### config.mk
export PLATFORM = sky130hd
export DESIGN_NAME = motor_fault_supervisor
export DESIGN_NICKNAME = d
export VERILOG_FILES = /design/src/hw/rtl/mfs_pkg.sv /design/src/hw/rtl/mfs_in_stage.sv /design/src/hw/rtl/mfs_core.sv /design/src/hw/rtl/motor_fault_supervisor.sv
export VERILOG_INCLUDE_DIRS = /design/src /design/src/hw/rtl
export SDC_FILE = /design/constraint.sdc
export NUM_CORES = 1
export LEC_CHECK = 0
export BUFFER_PORTS_ARGS = -buffer_cell sky130_fd_sc_hd__buf_4
export CAP_MARGIN = 40
export CORE_MARGIN = 2
export CORE_UTILIZATION = 45
export CTS_BUF_LIST = sky130_fd_sc_hd__clkbuf_8 sky130_fd_sc_hd__clkbuf_16
export DETAILED_ROUTE_END_ITERATION = 8
export PLACE_DENSITY = 0.64
export SLEW_MARGIN = 20
export SYNTH_ARGS = -nofsm -noshare
export SYNTH_HDL_FRONTEND = slang
export SYNTH_SLANG_ARGS = --single-unit
### constraint.sdc
create_clock -name clk -period 4.2 [get_ports clk]
set_clock_uncertainty 0.1 [all_clocks]
set_input_delay 0.63 -clock clk [delete_from_list [all_inputs] [get_ports clk]]
set_output_delay 0.63 -clock clk [all_outputs]
set_load 0.02 [all_outputs]
### src/hw/rtl/motor_fault_supervisor_defines.svh
// Assertion macros shared by the motor fault supervisor RTL.
// Each macro expects signals named clk and rst_n in the using scope.
// No other dependencies.
`ifndef MOTOR_FAULT_SUPERVISOR_DEFINES_SVH
`define MOTOR_FAULT_SUPERVISOR_DEFINES_SVH

`ifndef SYNTHESIS
// Same-cycle implication, checked outside reset.
`define MFS_ASSERT_IMP(label, ante, cons) \
  label: assert property (@(posedge clk) disable iff (!rst_n) (ante) |-> (cons)) \
    else $error("mfs assertion failed");
// Next-cycle implication, checked outside reset.
`define MFS_ASSERT_NXT(label, ante, cons) \
  label: assert property (@(posedge clk) disable iff (!rst_n) (ante) |=> (cons)) \
    else $error("mfs assertion failed");
`else
`define MFS_ASSERT_IMP(label, ante, cons)
`define MFS_ASSERT_NXT(label, ante, cons)
`endif

`endif

### src/hw/rtl/mfs_pkg.sv
// Package for the motor fault supervisor: types, constants and register codes.
// Used by every module of the block; depends on nothing.
`timescale 1ns / 1ps
`default_nettype none

package mfs_pkg;

  localparam logic [7:0]  WINDOW_LEN       = 8'd250;
  localparam logic [4:0]  TEMP_DEBOUNCE    = 5'd30;
  localparam logic [4:0]  TEMP_TRIPPED     = 5'd31;
  localparam logic [7:0]  CURRENT_DEBOUNCE = 8'd150;
  localparam logic [7:0]  CURRENT_TRIPPED  = 8'd151;
  localparam logic [15:0] STALL_SPEED      = 16'd200;
  localparam logic [14:0] CURRENT_CAP      = 15'd16384;
  localparam logic [1:0]  RETRY_MAX        = 2'd3;

  localparam int BIT_STALL        = 0;
  localparam int BIT_OVER_CURRENT = 1;
  localparam int BIT_OVER_TEMP    = 2;
  localparam int BIT_ALERT        = 3;
  localparam int BIT_FLASH        = 4;
  localparam int BIT_CALIB        = 5;
  localparam int BIT_ENCODER      = 6;

  localparam logic [15:0] OVER_TEMP_RESET    = 16'd85;
  localparam logic [15:0] ALERT_TEMP_RESET   = 16'd75;
  localparam logic [14:0] OVER_CURRENT_RESET = 15'd16384;

  typedef enum logic {
    FUNC_TICK  = 1'b0,
    FUNC_CLEAR = 1'b1
  } mfs_func_t;

  typedef enum logic [1:0] {
    CFG_OVER_TEMP    = 2'd0,
    CFG_ALERT_TEMP   = 2'd1,
    CFG_OVER_CURRENT = 2'd2
  } mfs_cfg_idx_t;

  typedef struct packed {
    mfs_func_t          func;
    logic signed [15:0] temperature;
    logic signed [15:0] current;
    logic signed [15:0] speed;
    logic               flash_fault;
    logic               calib_fault;
    logic               encoder_fault;
  } mfs_item_t;

  typedef struct packed {
    logic signed [15:0] over_temp_limit;
    logic signed [15:0] alert_temp_limit;
    logic [14:0]        over_current_limit;
  } mfs_cfg_t;

  typedef struct packed {
    logic [6:0] error_flags;
    logic [1:0] retry_events;
  } mfs_result_t;

endpackage

`default_nettype wire

### src/hw/rtl/mfs_in_stage.sv
// Input register of the motor fault supervisor: holds one beat for the core.
// Depends on mfs_pkg.
`timescale 1ns / 1ps
`default_nettype none

module mfs_in_stage
  import mfs_pkg::*;
(
  input  wire logic      clk,
  input  wire logic      rst_n,
  input  wire logic      in_valid,
  output logic           in_ready,
  input  wire mfs_item_t in_item,
  input  wire logic      advance,
  output logic           item_valid,
  output mfs_item_t      item
);

  logic      valid_r, valid_nxt;
  mfs_item_t item_r;
  logic      load;

  // The held beat leaves whenever the result side can take it.
  assign in_ready = !valid_r || advance;
  assign load     = in_valid && in_ready;

  always_comb begin
    valid_nxt = valid_r;
    if (load) begin
      valid_nxt = 1'b1;
    end else if (advance) begin
      valid_nxt = 1'b0;
    end
  end

  always_ff @(posedge clk) begin
    if (!rst_n) begin
      valid_r <= 1'b0;
    end else begin
      valid_r <= valid_nxt;
    end
  end

  always_ff @(posedge clk) begin
    if (load) begin
      item_r <= in_item;
    end
  end

  assign item_valid = valid_r;
  assign item       = item_r;

endmodule

`default_nettype wire

### src/hw/rtl/mfs_core.sv
// Fault supervisor core: debounce counters, retry window and error word.
// Depends on mfs_pkg and motor_fault_supervisor_defines.svh.
`timescale 1ns / 1ps
`default_nettype none

`include "motor_fault_supervisor_defines.svh"

module mfs_core
  import mfs_pkg::*;
(
  input  wire logic      clk,
  input  wire logic      rst_n,
  input  wire logic      take,
  input  wire mfs_item_t item,
  input  wire mfs_cfg_t  cfg,
  output mfs_result_t    result
);

  logic [7:0]         win_r, win_nxt;
  logic [6:0]         err_r, err_nxt;
  logic [1:0]         rc_r, rc_nxt;
  logic signed [16:0] hyst_r, hyst_nxt;
  logic [4:0]         ot_cnt_r, ot_cnt_nxt;
  logic [4:0]         al_cnt_r, al_cnt_nxt;
  logic [7:0]         oc_cnt_r, oc_cnt_nxt;

  logic [8:0]         win_inc;
  logic               expire;
  logic [6:0]         err_kept;
  logic [1:0]         rc_bump;
  logic signed [15:0] alert;
  logic signed [17:0] ot_thr;
  logic signed [17:0] temp_ext;
  logic [14:0]        climit;
  logic [15:0]        cur_mag;
  logic [15:0]        spd_mag;
  logic               trip;

  always_comb begin
    win_inc  = {1'b0, win_r} + 9'd1;
    expire   = win_inc > {1'b0, WINDOW_LEN};
    alert    = (cfg.alert_temp_limit > cfg.over_temp_limit) ?
               cfg.over_temp_limit : cfg.alert_temp_limit;
    ot_thr   = {{2{cfg.over_temp_limit[15]}}, cfg.over_temp_limit} +
               {hyst_r[16], hyst_r};
    temp_ext = {{2{item.temperature[15]}}, item.temperature};
    climit   = (cfg.over_current_limit > CURRENT_CAP) ? CURRENT_CAP : cfg.over_current_limit;
    // The most negative code comes out as 32768, which still fits unsigned.
    cur_mag  = item.current[15] ? (~item.current + 16'd1) : item.current;
    spd_mag  = item.speed[15] ? (~item.speed + 16'd1) : item.speed;
    rc_bump  = (rc_r < RETRY_MAX) ? rc_r + 2'd1 : rc_r;

    win_nxt    = win_r;
    err_nxt    = err_r;
    rc_nxt     = rc_r;
    hyst_nxt   = hyst_r;
    ot_cnt_nxt = ot_cnt_r;
    al_cnt_nxt = al_cnt_r;
    oc_cnt_nxt = oc_cnt_r;
    err_kept   = err_r;
    trip       = 1'b0;

    if (item.func == FUNC_CLEAR) begin
      err_nxt = '0;
      rc_nxt  = '0;
    end else begin
      // Window expiry is evaluated before this tick's faults latch.
      win_nxt = expire ? 8'd0 : win_inc[7:0];
      if (expire) begin
        err_kept = err_r & 7'b0000011;
        if (err_kept != 7'd0) begin
          rc_nxt = rc_bump;
          if (rc_bump < RETRY_MAX) begin
            err_kept = '0;
          end
        end
      end
      err_nxt = err_kept;
      if (item.flash_fault) begin
        err_nxt[BIT_FLASH] = 1'b1;
      end
      if (item.calib_fault) begin
        err_nxt[BIT_CALIB] = 1'b1;
      end
      if (item.encoder_fault) begin
        err_nxt[BIT_ENCODER] = 1'b1;
      end

      if (temp_ext > ot_thr) begin
        if (ot_cnt_r < TEMP_DEBOUNCE) begin
          ot_cnt_nxt = ot_cnt_r + 5'd1;
        end else begin
          ot_cnt_nxt = TEMP_TRIPPED;
          hyst_nxt   = {alert[15], alert} - {cfg.over_temp_limit[15], cfg.over_temp_limit};
          err_nxt[BIT_OVER_TEMP] = 1'b1;
          trip       = 1'b1;
        end
      end else begin
        hyst_nxt   = '0;
        ot_cnt_nxt = '0;
      end

      if (item.temperature > alert) begin
        if (al_cnt_r < TEMP_DEBOUNCE) begin
          al_cnt_nxt = al_cnt_r + 5'd1;
        end else begin
          al_cnt_nxt = TEMP_TRIPPED;
          err_nxt[BIT_ALERT] = 1'b1;
          trip       = 1'b1;
        end
      end else begin
        al_cnt_nxt = '0;
      end

      if (cur_mag > {1'b0, climit}) begin
        if (oc_cnt_r < CURRENT_DEBOUNCE) begin
          oc_cnt_nxt = oc_cnt_r + 8'd1;
        end else begin
          oc_cnt_nxt = CURRENT_TRIPPED;
          trip       = 1'b1;
          if (spd_mag < STALL_SPEED) begin
            err_nxt[BIT_STALL] = 1'b1;
          end
          err_nxt[BIT_OVER_CURRENT] = 1'b1;
        end
      end else begin
        oc_cnt_nxt = '0;
      end

      // Any active trip restarts the retry window.
      if (trip) begin
        win_nxt = 8'd0;
      end
    end
  end

  always_ff @(posedge clk) begin
    if (!rst_n) begin
      win_r    <= '0;
      err_r    <= '0;
      rc_r     <= '0;
      hyst_r   <= '0;
      ot_cnt_r <= '0;
      al_cnt_r <= '0;
      oc_cnt_r <= '0;
    end else if (take) begin
      win_r    <= win_nxt;
      err_r    <= err_nxt;
      rc_r     <= rc_nxt;
      hyst_r   <= hyst_nxt;
      ot_cnt_r <= ot_cnt_nxt;
      al_cnt_r <= al_cnt_nxt;
      oc_cnt_r <= oc_cnt_nxt;
    end
  end

  assign result.error_flags  = err_nxt;
  assign result.retry_events = rc_nxt;

  `MFS_ASSERT_IMP(a_window_bound, 1'b1, win_r <= WINDOW_LEN)
  `MFS_ASSERT_IMP(a_stall_needs_oc, err_r[BIT_STALL], err_r[BIT_OVER_CURRENT])
  `MFS_ASSERT_IMP(a_hyst_when_tripped, hyst_r != 17'sd0, ot_cnt_r == TEMP_TRIPPED)
  `MFS_ASSERT_NXT(a_clear_zeroes, take && item.func == FUNC_CLEAR, err_r == 7'd0 && rc_r == 2'd0)

endmodule

`default_nettype wire

### src/hw/rtl/motor_fault_supervisor.sv
// Motor fault supervisor top level: ports, configuration registers, result register.
// Depends on mfs_pkg, mfs_in_stage and mfs_core.
`timescale 1ns / 1ps
`default_nettype none

// Takes one tick per clock unless out_tready stalls the result side, and gives one
// result beat per tick: the beat is captured in an input register, the single-pass
// core updates its debounce counters and error word from it, and the result lands
// in an output register. The input side keeps accepting while a result waits, as
// long as the output register frees up in the same cycle. The cfg port is always
// ready; write it only while no ticks are in flight. Register index 3 is ignored.
module motor_fault_supervisor
  import mfs_pkg::*;
(
  input  wire logic        clk,
  input  wire logic        rst_n,
  // Input stream.
  input  wire logic        in_tvalid,
  output logic             in_tready,
  // tdata: temperature[15:0], current[31:16], speed[47:32], flash_fault[48],
  // calib_fault[49], encoder_fault[50], zero pad[55:51].
  input  wire logic [55:0] in_tdata,
  // tuser: func[0].
  input  wire logic        in_tuser,
  // Result stream.
  output logic             out_tvalid,
  input  wire logic        out_tready,
  // tdata: error_flags[6:0], retry_events[8:7], zero pad[15:9].
  output logic [15:0]      out_tdata,
  // Configuration writes.
  input  wire logic        cfg_valid,
  output logic             cfg_ready,
  input  wire logic [1:0]  cfg_index,
  input  wire logic [15:0] cfg_data
);

  mfs_item_t   in_item;
  mfs_item_t   item;
  logic        item_valid;
  logic        out_free;
  logic        take;
  mfs_cfg_t    cfg_r;
  mfs_result_t result;
  mfs_result_t res_r;
  logic        out_valid_r, out_valid_nxt;

  assign in_item.func          = mfs_func_t'(in_tuser);
  assign in_item.temperature   = in_tdata[15:0];
  assign in_item.current       = in_tdata[31:16];
  assign in_item.speed         = in_tdata[47:32];
  assign in_item.flash_fault   = in_tdata[48];
  assign in_item.calib_fault   = in_tdata[49];
  assign in_item.encoder_fault = in_tdata[50];

  assign out_free = !out_valid_r || out_tready;
  assign take     = item_valid && out_free;

  mfs_in_stage u_in_stage (
    .clk        (clk),
    .rst_n      (rst_n),
    .in_valid   (in_tvalid),
    .in_ready   (in_tready),
    .in_item    (in_item),
    .advance    (out_free),
    .item_valid (item_valid),
    .item       (item)
  );

  mfs_core u_core (
    .clk    (clk),
    .rst_n  (rst_n),
    .take   (take),
    .item   (item),
    .cfg    (cfg_r),
    .result (result)
  );

  assign cfg_ready = 1'b1;

  always_ff @(posedge clk) begin
    if (!rst_n) begin
      cfg_r.over_temp_limit    <= OVER_TEMP_RESET;
      cfg_r.alert_temp_limit   <= ALERT_TEMP_RESET;
      cfg_r.over_current_limit <= OVER_CURRENT_RESET;
    end else if (cfg_valid) begin
      case (cfg_index)
        CFG_OVER_TEMP:    cfg_r.over_temp_limit    <= cfg_data;
        CFG_ALERT_TEMP:   cfg_r.alert_temp_limit   <= cfg_data;
        CFG_OVER_CURRENT: cfg_r.over_current_limit <= cfg_data[14:0];
        default: begin
        end
      endcase
    end
  end

  always_comb begin
    out_valid_nxt = out_valid_r;
    if (take) begin
      out_valid_nxt = 1'b1;
    end else if (out_tready) begin
      out_valid_nxt = 1'b0;
    end
  end

  always_ff @(posedge clk) begin
    if (!rst_n) begin
      out_valid_r <= 1'b0;
    end else begin
      out_valid_r <= out_valid_nxt;
    end
  end

  always_ff @(posedge clk) begin
    if (take) begin
      res_r <= result;
    end
  end

  assign out_tvalid = out_valid_r;
  assign out_tdata  = {7'd0, res_r.retry_events, res_r.error_flags};

endmodule

`default_nettype wire

==> flow_summary.rst <==
.. list-table::
   :header-rows: 1

   * - Metric
     - Value
   * - Result of the run
     - finished with violations
   * - Violations in the final reports
     - negative setup slack
   * - Element type at the critical path end
     - flop
   * - Sinks on the clock net
     - about 160
   * - Number of antenna violations at the first check in global routing
     - 0
   * - Placeable core region
     - 22,600 sq um
   * - Pwr Density
     - 333 nW/um^2
   * - Measured slew at the worst slew-check pin
     - around 0.71 ns
   * - Post-synthesis share of cell area spent on xor and xnor gates
     - 3.40%
   * - Peak VDD IR
     - 0.236 mV
   * - Dominant cell type by count on the critical path
     - buf_4
   * - Share of final-layout standard cells stronger than drive strength 1
     - approximately 27%
   * - Layout overhead on the synthesized area
     - 30.9%
   * - Finished Layout Cells
     - roughly 1,700
   * - Async SR Flop Fraction
     - 0%
   * - Master cell of the clock root buffer
     - clkbuf_16
   * - Global placement routability congestion
     - 0.849
   * - Worst stage delay on the critical path
     - 0.36 ns
   * - DPL Wire Length
     - 19,300 microns
   * - Overall die height
     - 155 microns
   * - CTS tree
     - done
   * - Layout filler cell count
     - 1,938
   * - Maximum buffer depth of the clock tree
     - 2
   * - Number of enable flip-flop cells after synthesis
     - 61
   * - Kind of cell with the highest combined delay on the critical path
     - compound AO/OA/AOI/OAI gates
   * - Number of global-route vias before repair
     - 8,761
   * - Largest net degree at the start of global routing
     - 79
   * - Fraction of the yosys area taken by sequential cells
     - 37.4%
   * - Crit path DAT
     - roughly 4.5 ns
   * - CP Buf/Inv Count
     - 5
   * - Total wirelength of the detailed-routed design
     - 26,100 microns
   * - PnR worst setup slack
     - -0.0212 ns
   * - Worst Path Max Fanout
     - 5
   * - Antenna Violating Nets Remaining
     - 0
   * - Area of the die
     - 24,200 sq um
   * - Initial Util
     - 45.7%
   * - Critical Path Source Type
     - flop
   * - CP max stage cell
     - dfxtp_4
   * - Largest area contributor in the synthesized netlist
     - dfxtp_1
   * - Total of buffers placed on input and output ports
     - 85
   * - Total gr overflow
     - 0
   * - I/O pin total
     - 99
   * - CP Capture Point
     - u_core.hyst_r[6]
   * - WHS Path Cells
     - 1
   * - Slew headroom
     - between 50 and 60%
   * - Number of hold-slack violations in the final timing report
     - 0
   * - Setup WS pre-CTS
     - -0.302 ns
   * - Total number of cells along the worst setup path
     - 20
   * - Area share of fa/ha/maj cells after synthesis
     - 13.0%
   * - Chip Width
     - 155 microns
   * - Cell count after placement
     - 1,621
   * - Antenna fix cells
     - 0
   * - Worst path required time
     - 4.45 ns
   * - Primary FF master, synth
     - dfxtp_1
   * - Post-Synthesis Cells
     - 1,163
   * - Wire length per cell
     - 15.6 microns
   * - Netlist area before placement
     - approximately 10,000 sq um
   * - Simple-Gate Fraction of Synth Area
     - 20.4%
   * - Avg Inst Size Synth
     - 8.87 sq um
   * - Clock latency at the later pin of the worst-skew pair
     - 0.43 ns
   * - Final core utilization
     - 59.8%
   * - Violation count after the first detailed-routing iteration
     - about 410
   * - Start-to-end type of the worst setup path
     - flop to flop
   * - Post-synthesis compound-gate area fraction
     - 21.2%
   * - Total number of yosys warnings
     - 0
   * - Number of flip-flops and latches in the synthesized netlist
     - between 150 and 200
   * - Combinational family with the most area after synthesis
     - compound AO/OA/AOI/OAI gates
   * - Minimum clock period after layout
     - 4.22 ns
   * - Overall Global Routing Usage
     - between 20% and 30%
   * - CTS H-tree lvls
     - 4
   * - Destination of the worst register-to-register timing path
     - u_core.hyst_r[6]
   * - Critical Path Start
     - cfg_r[31]
   * - Final Net Count
     - 1,558
   * - Clock slew at reported path FFs
     - 0.08 ns
   * - Launch instance of the worst register-to-register path
     - cfg_r[31]
   * - Number of buffers created by CTS
     - 17
   * - Count of unresolved DRC violations after routing
     - 0
   * - Cell types occupying the most area after synthesis
     - dfxtp_1, edfxtp_1, ha_1, nand2_1, a21boi_0
   * - Ratio of routed vias to standard cells
     - roughly 5.5
   * - Leak Pwr
     - 0.00542 uW
   * - R2r worst-path depth
     - 20
   * - Worst hold path class
     - primary input to flop
   * - Placement Rows
     - 55
   * - Achievable frequency
     - 237 MHz
   * - Yosys top cell area share
     - 19.6%
   * - Fraction of synthesized area in multiplexers
     - 0.291%
   * - Final worst-path cycle share
     - 101%
   * - Wire length of the first global-routing pass
     - 41,800 microns
   * - Final Setup Violations
     - 1
   * - Ordered cell list for the critical path
     - ha_4 > inv_2 > fa_2 > nor2b_2 > o31a_1 > o211a_1 > o2111a_1 > nor3_2 > buf_4 > xor2_4 > ha_4 > nand4_1 > or2_1 > o32a_1 > o211ai_1 > buf_4 > nand4_1 > buf_6 > buf_4 > o22ai_2
   * - Vias after detailed routing
     - around 9,000
   * - Finished Cell Area
     - 13,500 sq um
   * - Reg2reg setup slack
     - -0.02 ns
   * - Sum of negative setup slack
     - -0.0212 ns
   * - Total placed instance area
     - 12,200 sq um
   * - Length of the first detailed-routing pass in iterations
     - 5
   * - Distinct cell type count after synthesis
     - 72
   * - Setup repair after global routing missed its margin
     - true
   * - Max_cap viols
     - 0
   * - Number of pins with negative max-slew slack in the final report
     - 0
[timing repair]
| action | CTS | global route |
|---|---|---|
| pin swaps | 21 | 72 |
| endpoints found under the setup margin | 32 | 39 |
| resized for setup | 34 | 89 |
| buffers inserted | 6 | 11 |
| hold buffers | 0 | 0 |
| cloned | 1 | 2 |
[cell type report]
cell class / instances / area, sq um / area share, %
multi-input combinational: 897 / 6660 / 49.3
sequential: 162 / 3870 / 28.6
timing repair buffer: 233 / 1780 / 13.2
clock buffer: 17 / 425 / 3.15
tap: 285 / 357 / 2.64
inverter: 61 / 234 / 1.73
clock inverter: 15 / 188 / 1.39
[worst min path at each step]
stage	to	start	slack, ns
finish	u_in_stage.item[14]	in_tdata[43]	0.26
global route	u_in_stage.item[14]	in_tdata[43]	0.24
CTS	u_in_stage.item[13]	in_tdata[42]	0.25
detailed placement	u_core.hyst_r[13]	u_core.hyst_r[13]	0.35
global placement	u_core.err_r[5]	u_core.err_r[5]	0.35
floorplan	u_core.hyst_r[13]	u_core.hyst_r[13]	0.34
[state kept, by name, summed over array words and instances (netlist names)]
name / cells
u_in_stage.item: 52
cfg_r: 47
u_core.hyst_r: 17
out_tdata: 9
u_core.oc_cnt_r: 8
u_core.win_r: 8
u_core.err_r: 7
u_core.al_cnt_r: 5
u_core.ot_cnt_r: 5
u_core.rc_r: 2
out_tvalid: 1
u_in_stage.item_valid: 1
[logic make-up (layout without fill, tap and decap cells)]
group	after synthesis	count (layout)
buffers and inverters	110	326
AOI/OAI and AO/OA	313	313
other	2	8
muxes	3	3
DFF	162	162
adders and majority gates	106	106
and+or+nand+nor	427	427
xor gates and xnor gates	40	40
[cells in the final DEF, fill, tap and decap left out, drive strengths merged, types with 15 or more instances in the layout]
cell type | Yosys | final
clkbuf | 38 | 17
buf | 11 | 233
nor2b | 17 | 17
nor2 | 46 | 46
ha | 104 | 104
o211ai | 31 | 31
inv | 60 | 67
nand2 | 164 | 164
o22ai | 16 | 16
dfxtp | 101 | 101
nand4 | 24 | 24
nand2b | 15 | 15
nor3 | 17 | 17
a21oi | 52 | 52
a22oi | 17 | 17
and3 | 39 | 39
nand3 | 58 | 58
edfxtp | 61 | 61
o21ai | 40 | 40
xnor2 | 26 | 26
a21boi | 46 | 46
[per-stage QoR]
stage                     hold slack [ns]  power [uW]
final                               0.263        4500
after CTS                           0.246        4410
after global routing                0.239        4730
after global placement              0.348        2770
after detailed placement            0.352        2790
after floorplan                     0.335        2410
[cell usage after synthesis, types with 16 or more instances]
| library cell | n |
|---|---|
| o21ai_0 | 40 |
| o211ai_1 | 31 |
| and3_1 | 39 |
| dfxtp_1 | 101 |
| nor2b_1 | 17 |
| inv_1 | 60 |
| clkbuf_1 | 37 |
| nor2_1 | 46 |
| o22ai_1 | 16 |
| nor3_1 | 17 |
| nand4_1 | 24 |
| a21oi_1 | 52 |
| xnor2_1 | 26 |
| nand3_1 | 58 |
| edfxtp_1 | 61 |
| ha_1 | 104 |
| nand2_1 | 164 |
| a21boi_0 | 46 |
| a22oi_1 | 17 |
[where the power goes]
part	switching (uW)	internal, uW	leakage (uW)
combinational	603	567	0.00372
clock	739	858	0.000294
sequential	45.5	1690	0.00141
[layer usage]
layer / part of all wire, % / vias up / global-route usage, %
met1: 47 / 4312 / 28.4
met5: 0 / - / 0
met2: 47 / 153 / 35.9
met3: 3.6 / 30 / 3.59
met4: 1.7 / 0 / 6.29
li1: - / 4705 / -
(Power assumes the default switching activity.)
